$ cat src/cfe_pkg.sv
// Shared types and constants for the COBS frame encoder.
package cfe_pkg;

  localparam int unsigned STORE_DEPTH = 254;
  localparam logic [7:0] STORE_LIMIT = 8'(STORE_DEPTH);
  localparam logic [7:0] MAX_RUN = 8'd254;

  localparam logic [1:0] CMD_TICK = 2'd0;
  localparam logic [1:0] CMD_DATA = 2'd1;
  localparam logic [1:0] CMD_END  = 2'd2;

  localparam logic [1:0] PH_IDLE  = 2'd0;
  localparam logic [1:0] PH_CODE  = 2'd1;
  localparam logic [1:0] PH_DATA  = 2'd2;
  localparam logic [1:0] PH_DELIM = 2'd3;

  localparam logic [7:0] DELIM_BYTE = 8'h00;

  typedef struct packed {
    logic [1:0] cmd;
    logic [7:0] data_byte;
  } in_t;

  typedef struct packed {
    logic       out_valid;
    logic [7:0] out_byte;
    logic       frame_last;
    logic       rejected;
  } out_t;

endpackage

$ cat src/cfe_front.sv
// Front end: accepts transactions, runs the framing control and the run store.
module cfe_front
  import cfe_pkg::*;
(
  input  logic clk,
  input  logic rst_n,
  input  logic in_valid,
  output logic in_ready,
  input  in_t  in_data,
  input  logic q_room,
  output logic s1_push,
  output out_t s1_data
);

  logic [7:0] run_store [0:STORE_DEPTH-1];
  logic [7:0] mem_q;

  logic [7:0] run_count_r, run_count_nxt;
  logic [7:0] drain_index_r, drain_index_nxt;
  logic [1:0] drain_phase_r, drain_phase_nxt;
  logic       close_after_r, close_after_nxt;
  logic       after_split_r, after_split_nxt;

  logic       s1_valid_r;
  out_t       s1_res_r;
  logic       s1_use_mem_r;

  logic       accept;
  logic       wr_en;
  logic       rd_en;
  logic [7:0] count_inc;
  logic [7:0] index_inc;
  logic [1:0] finish_phase;
  out_t       res_nxt;

  assign in_ready = !s1_valid_r || q_room;
  assign accept   = in_valid && in_ready;
  assign s1_push  = s1_valid_r && q_room;

  assign count_inc    = run_count_r + 8'd1;
  assign index_inc    = drain_index_r + 8'd1;
  assign finish_phase = close_after_r ? PH_DELIM : PH_IDLE;

  always_comb begin
    run_count_nxt   = run_count_r;
    drain_index_nxt = drain_index_r;
    drain_phase_nxt = drain_phase_r;
    close_after_nxt = close_after_r;
    after_split_nxt = after_split_r;
    res_nxt         = '0;
    wr_en           = 1'b0;
    rd_en           = 1'b0;
    unique case (in_data.cmd)
      CMD_TICK: begin
        unique case (drain_phase_r)
          PH_CODE: begin
            res_nxt.out_valid = 1'b1;
            res_nxt.out_byte  = count_inc;
            if (run_count_r == 8'd0) begin
              run_count_nxt   = 8'd0;
              drain_index_nxt = 8'd0;
              drain_phase_nxt = finish_phase;
            end else begin
              drain_phase_nxt = PH_DATA;
            end
          end
          PH_DATA: begin
            res_nxt.out_valid = 1'b1;
            rd_en             = 1'b1;
            drain_index_nxt   = index_inc;
            if (index_inc >= run_count_r) begin
              run_count_nxt   = 8'd0;
              drain_index_nxt = 8'd0;
              drain_phase_nxt = finish_phase;
            end
          end
          PH_DELIM: begin
            res_nxt.out_valid  = 1'b1;
            res_nxt.out_byte   = DELIM_BYTE;
            res_nxt.frame_last = 1'b1;
            drain_phase_nxt    = PH_IDLE;
            close_after_nxt    = 1'b0;
          end
          default: begin
          end
        endcase
      end
      CMD_DATA, CMD_END: begin
        if (drain_phase_r != PH_IDLE) begin
          res_nxt.rejected = 1'b1;
        end else if (in_data.cmd == CMD_DATA) begin
          if (in_data.data_byte == 8'd0) begin
            after_split_nxt = 1'b0;
            close_after_nxt = 1'b0;
            drain_index_nxt = 8'd0;
            drain_phase_nxt = PH_CODE;
          end else begin
            if (run_count_r < STORE_LIMIT) begin
              wr_en         = 1'b1;
              run_count_nxt = count_inc;
            end
            if (run_count_nxt >= MAX_RUN || run_count_nxt >= STORE_LIMIT) begin
              after_split_nxt = 1'b1;
              close_after_nxt = 1'b0;
              drain_index_nxt = 8'd0;
              drain_phase_nxt = PH_CODE;
            end else begin
              after_split_nxt = 1'b0;
            end
          end
        end else begin
          // packet end: delimiter only if it ends right on a full run, else code byte first
          close_after_nxt = 1'b1;
          drain_index_nxt = 8'd0;
          if (after_split_r && run_count_r == 8'd0) begin
            drain_phase_nxt = PH_DELIM;
          end else begin
            drain_phase_nxt = PH_CODE;
          end
          after_split_nxt = 1'b0;
        end
      end
      default: begin
      end
    endcase
  end

  always_ff @(posedge clk) begin
    if (accept && wr_en) begin
      run_store[run_count_r] <= in_data.data_byte;
    end
    if (accept && rd_en) begin
      mem_q <= run_store[drain_index_r];
    end
  end

  always_ff @(posedge clk) begin
    if (!rst_n) begin
      run_count_r   <= 8'd0;
      drain_index_r <= 8'd0;
      drain_phase_r <= PH_IDLE;
      close_after_r <= 1'b0;
      after_split_r <= 1'b0;
      s1_valid_r    <= 1'b0;
    end else begin
      if (accept) begin
        run_count_r   <= run_count_nxt;
        drain_index_r <= drain_index_nxt;
        drain_phase_r <= drain_phase_nxt;
        close_after_r <= close_after_nxt;
        after_split_r <= after_split_nxt;
        s1_valid_r    <= 1'b1;
      end else if (s1_push) begin
        s1_valid_r <= 1'b0;
      end
    end
  end

  always_ff @(posedge clk) begin
    if (accept) begin
      s1_res_r     <= res_nxt;
      s1_use_mem_r <= rd_en;
    end
  end

  always_comb begin
    s1_data = s1_res_r;
    if (s1_use_mem_r) begin
      s1_data.out_byte = mem_q;
    end
  end

endmodule

$ cat src/cfe_queue.sv
// Back end: two-entry result queue driving the output channel.
module cfe_queue
  import cfe_pkg::*;
(
  input  logic clk,
  input  logic rst_n,
  input  logic push,
  input  out_t push_data,
  output logic room,
  output logic out_valid,
  input  logic out_ready,
  output out_t out_data
);

  out_t       entry_r [0:1];
  logic       wr_ptr_r;
  logic       rd_ptr_r;
  logic [1:0] count_r, count_nxt;
  logic       pop;

  assign room      = count_r != 2'd2;
  assign out_valid = count_r != 2'd0;
  assign out_data  = entry_r[rd_ptr_r];
  assign pop       = out_valid && out_ready;

  always_comb begin
    count_nxt = count_r;
    priority if (push && !pop) begin
      count_nxt = count_r + 2'd1;
    end else if (pop && !push) begin
      count_nxt = count_r - 2'd1;
    end
  end

  always_ff @(posedge clk) begin
    if (push) begin
      entry_r[wr_ptr_r] <= push_data;
    end
  end

  always_ff @(posedge clk) begin
    if (!rst_n) begin
      wr_ptr_r <= 1'b0;
      rd_ptr_r <= 1'b0;
      count_r  <= 2'd0;
    end else begin
      count_r <= count_nxt;
      if (push) begin
        wr_ptr_r <= !wr_ptr_r;
      end
      if (pop) begin
        rd_ptr_r <= !rd_ptr_r;
      end
    end
  end

endmodule

$ cat src/cobs_frame_encoder.sv
// COBS frame encoder top level: front end control plus result queue.
//
//   channel | direction | payload | handshake
//   in_     | input     | in_t    | in_valid / in_ready
//   out_    | output    | out_t   | out_valid / out_ready
//
// One transaction per cycle sustained while out_ready stays high; every input transaction yields one result.
// A result passes the front stage register (with the run store read), then the queue.
// Reset is synchronous; the run store has no reset and needs no clearing pass.
// out_ready low fills the two-entry queue; in_ready then drops until room returns.
module cobs_frame_encoder
  import cfe_pkg::*;
(
  input  logic clk,
  input  logic rst_n,
  input  logic in_valid,
  output logic in_ready,
  input  in_t  in_data,
  output logic out_valid,
  input  logic out_ready,
  output out_t out_data
);

  logic q_room;
  logic s1_push;
  out_t s1_data;

  cfe_front u_front (
    .clk      (clk),
    .rst_n    (rst_n),
    .in_valid (in_valid),
    .in_ready (in_ready),
    .in_data  (in_data),
    .q_room   (q_room),
    .s1_push  (s1_push),
    .s1_data  (s1_data)
  );

  cfe_queue u_queue (
    .clk       (clk),
    .rst_n     (rst_n),
    .push      (s1_push),
    .push_data (s1_data),
    .room      (q_room),
    .out_valid (out_valid),
    .out_ready (out_ready),
    .out_data  (out_data)
  );

endmodule

$ cat config.mk
export PLATFORM = sky130hd
export DESIGN_NAME = cobs_frame_encoder
export DESIGN_NICKNAME = d
export VERILOG_FILES = /design/src/cfe_pkg.sv /design/src/cfe_front.sv /design/src/cfe_queue.sv /design/src/cobs_frame_encoder.sv
export SDC_FILE = /design/constraint.sdc
export NUM_CORES = 2
export LEC_CHECK = 0
export BUFFER_PORTS_ARGS = -buffer_cell sky130_fd_sc_hd__buf_2
export CORE_UTILIZATION = 50
export CTS_BUF_LIST = sky130_fd_sc_hd__clkbuf_4
export CTS_CLUSTER_SIZE = 14
export DETAILED_ROUTE_END_ITERATION = 10
export GPL_ROUTABILITY_DRIVEN = 1
export PLACE_DENSITY = 0.68
export SLEW_MARGIN = 20
export SYNTH_ARGS = -nofsm -noshare
export SYNTH_HDL_FRONTEND = slang
export SYNTH_SLANG_ARGS = --single-unit
$ cat constraint.sdc
create_clock -name clk -period 4.71 [get_ports clk]
set_input_delay 0.2355 -clock clk [delete_from_list [all_inputs] [get_ports clk]]
set_output_delay 0.2355 -clock clk [all_outputs]
set_load 0.03 [all_outputs]
==> flow_summary_export.csv <==
group,metric,value,unit
sta,setup_violations,0,
floorplanning,core.rowCount,148,
sta,setup-tns-final,0,ns
sta,fmax,225,MHz
place,dpl.hpwl,121000,µm
synth,synth_nets,4006,
clocking,cts_setup_buffers,0,
sta,maxSlewHeadroom,15.7,%
power,clockPowerShare,40.9,%
power,power.switching,7.62,mW
place,place.port_buffers,26,
sta,worst_pin_slew,1.26,ns
clocking,clockBufferDepth,4,
detailed_routing,vias,42678,
clocking,cts_tree,"built",
clocking,cts_resized,0,
hold_path,hold_class,"in -> reg",
outcome,outcome,"finished clean",
detailed_routing,post_drt_via_cell_ratio,6.14,
clocking,clk_pin_slew_worst_paths,0.06,ns
sta,timing.final.max_slew_violations,0,
setup_path,cp.arrival,5.34,ns
detailed_routing,drcViolationCount,0,
clocking,clock_sinks,2100,
floorplanning,start_util,50.5,%
sta,fin_skew,0.0894,ns
sta,rsz0062_at_grt,"false",
synth,ys_async_sr_fraction,0,%
run,maxCapViolations,0,
sta,min_period_over_period,94.3,%
global_routing,grt_overflow,0,
synth,synth_area,82300,µm²
floorplanning,dieArea,166000,µm²
layout,syn2layout_area_growth,11.6,%
setup_path,crit_required,5.61,ns
global_routing,grt_max_degree,172,
layout,final_cells,6955,
setup_path,crit_path_max_fanout,16,
layout,multi_input_area,18200,µm²
detailed_routing,wl_per_cell,29.4,µm
synth,ys_ff_latch,2100,
place,dp.cells,6065,
power,switching_share,21.1,%
power,p_leak,28.3,nW
clocking,cts_buffers,534,
synth,syn_area_per_cell,20.7,µm²
synth,ys_warn_count,0,
layout,num-fill-cells,12059,
sta,period_minus_slack,4.44,ns
place,gp_congestion,0.903,
floorplanning,core_area,163000,µm²
global_routing,antenna_found_initial,3,
sta,worst_hold_slack,0.110,ns
floorplanning,io_pins,27,
detailed_routing,firstDrtPassIters,6,
floorplanning,die_w,408,µm
setup_path,worstSetupPathType,"in -> reg",
synth,synthCells,3969,
detailed_routing,ant_nets,0,
floorplanning,dieHeight,408,µm
detailed_routing,drtIter0Drc,5215,
setup_path,critPathLaunchType,"input pin",
sta,hold_viol_final,0,
synth,synth_ff_type,"edfxtp_1",
synth,synth_edf_count,2074,
global_routing,grt_util_all_layers,24.8,%
layout,layout-drive-gt1-share,30.9,%
power,p_seq_share,57.1,%
power,intPower,28.5,mW
clocking,insertion_delay,1.37,ns
global_routing,grt_pass1_vias,42980,
global_routing,grt_first_pass_wirelength,298000,µm
power,power-per-cell-area,393,nW/µm²
synth,synth-seq-area-share,76.3,%
clocking,cts_root_buffer,"clkbuf_4",
synth,yosysUniqueCellTypes,75,
setup_path,endpoint_kind,"flip-flop",
detailed_routing,routed_wl,205000,µm
power,ir_drop,277,µV
layout,seqCellArea,62800,µm²
clocking,htree_num_levels,6,
layout,fin_nets,4489,
power,power_frac_comb,2.0,%
path summary, 6_finish.rpt:
path | start | end | slack (ns) | depth (start not counted)
worst max-delay path | in_data[8] | u_front.run_store[235][6] | 0.27 | 12
worst min-delay path | in_data[2] | u_front.run_store[46][2] | 0.11 | 3
worst max register to register | u_front.drain_index_r[0] | u_front.mem_q[1] | 0.49 | 8
worst min register to register | u_front.s1_data[0] | u_queue.entry_r[1][0] | 0.48 | 0
repair_timing:
action	4_1_cts	5_1_grt
hold buffers	25	0
endpoints found under the hold margin	1346	0
setup endpoints to repair	0	0
layout by cell type, fill, tap and decap left out, types with 13 or more instances in the layout:
cell type / n
nand2_1: 115
clkinv_2: 20
nand3_1: 33
mux2_2: 27
mux2i_1: 159
buf_4: 94
o221ai_1: 58
inv_1: 22
mux4_2: 476
clkbuf_4: 722
dfxtp_1: 20
a22oi_1: 50
nor2_1: 308
inv_2: 16
a221oi_1: 13
o21ai_0: 38
and3_1: 16
ha_1: 23
buf_12: 29
nor3_1: 28
dlygate4sd3_1: 24
a22o_1: 17
a21oi_1: 52
clkinv_1: 88
buf_2: 18
edfxtp_1: 2074
power by group through the flow:
stage	Combinational, mW	Clock [mW]	Sequential, mW
after detailed placement	0.695	0	21.0
after CTS	0.717	15.0	20.6
after floorplan	0.250	0	21.0
after global routing	0.761	15.9	20.6
after global placement	0.680	0	21.0
final	0.716	14.8	20.6
layer usage:
metal,GRT usage [%],part of all wire [%]
met3,6.23,9.9
met4,9.61,3.1
met2,36.6,46
met1,35.7,41
met5,0,0
cell usage after synthesis (13+ instances only):
| cell | number | area share (%) |
|---|---|---|
| edfxtp_1 | 2074 | 76 |
| inv_1 | 24 | 0.11 |
| clkbuf_1 | 90 | 0.41 |
| mux2_2 | 27 | 0.37 |
| a21oi_1 | 52 | 0.32 |
| o21ai_0 | 38 | 0.23 |
| and3_1 | 16 | 0.12 |
| a221oi_1 | 13 | 0.14 |
| a22o_1 | 17 | 0.18 |
| nor3_1 | 28 | 0.17 |
| buf_1 | 18 | 0.082 |
| ha_1 | 23 | 0.35 |
| nor2_1 | 311 | 1.4 |
| dfxtp_1 | 26 | 0.63 |
| a22oi_1 | 50 | 0.46 |
| o221ai_1 | 58 | 0.62 |
| buf_4 | 34 | 0.31 |
| buf_6 | 20 | 0.27 |
| nand3_1 | 33 | 0.20 |
| buf_2 | 57 | 0.35 |
| mux2i_1 | 159 | 1.9 |
| mux4_2 | 476 | 13 |
| nand2_1 | 125 | 0.57 |
cell type report:
cell class	instances	area share [%]
Clock inverter	135	0.929
Inverter	26	0.110
Timing Repair Buffer	173	1.89
Antenna cell	7	0.0191
Tap cell	2175	2.96
Multi-Input combinational cell	1617	19.8
Sequential cell	2100	68.4
Clock buffer	722	5.90
flip-flops by register name, summed over array words and instances, names as in the netlist, named ones only:
register and cells:
u_front.run_store 2032, u_queue.entry_r 22, u_front.drain_index_r 8, u_front.mem_q 8, u_front.run_count_r 8, u_front.s1_res_r 8
u_front.s1_data 3, u_front.drain_phase_r 2, u_queue.count_r 2, u_front.after_split_r 1, u_front.close_after_r 1, u_front.s1_use_mem_r 1
u_front.s1_valid_r 1, u_queue.rd_ptr_r 1, u_queue.wr_ptr_r 1
logic make-up (layout without fill, tap and decap cells):
kind of cell | count (synthesis) | count (layout) | share of synthesized area [%]
flops | 2100 | 2100 | 76.3
compound gates | 317 | 317 | 2.83
xor+xnor | 14 | 14 | 0.149
buf+inv | 252 | 1056 | 1.65
mux | 670 | 670 | 15.6
simple gates | 593 | 593 | 3.14
other cells | 0 | 7 | 0
fa+ha+maj | 23 | 23 | 0.350
critical path, stage by stage:
cell and delay, ns:
dlygate4sd3_1 0.52, buf_2 0.13, dlygate4sd3_1 0.57, inv_1 0.06, ha_1 0.30, dlygate4sd3_1 0.81, nand4_1 0.30, nor2b_1 0.32
and2_0 0.21, buf_4 0.32, nand3_1 0.71, nor2_1 0.83
per-stage QoR:
stage               util, %  total power [mW]  instance area (µm²)  worst slack (ns)
global placement       52.3              21.7                85300             0.280
global route           56.3              37.3                91900             0.179
detailed placement     52.3              21.7                85300             0.523
finish                 56.3              36.1                91900             0.269
floorplan                 -              21.2                82300              1.00
CTS                    56.3              36.4                91800             0.468
Note: power is estimated with default switching activity, not from simulation.
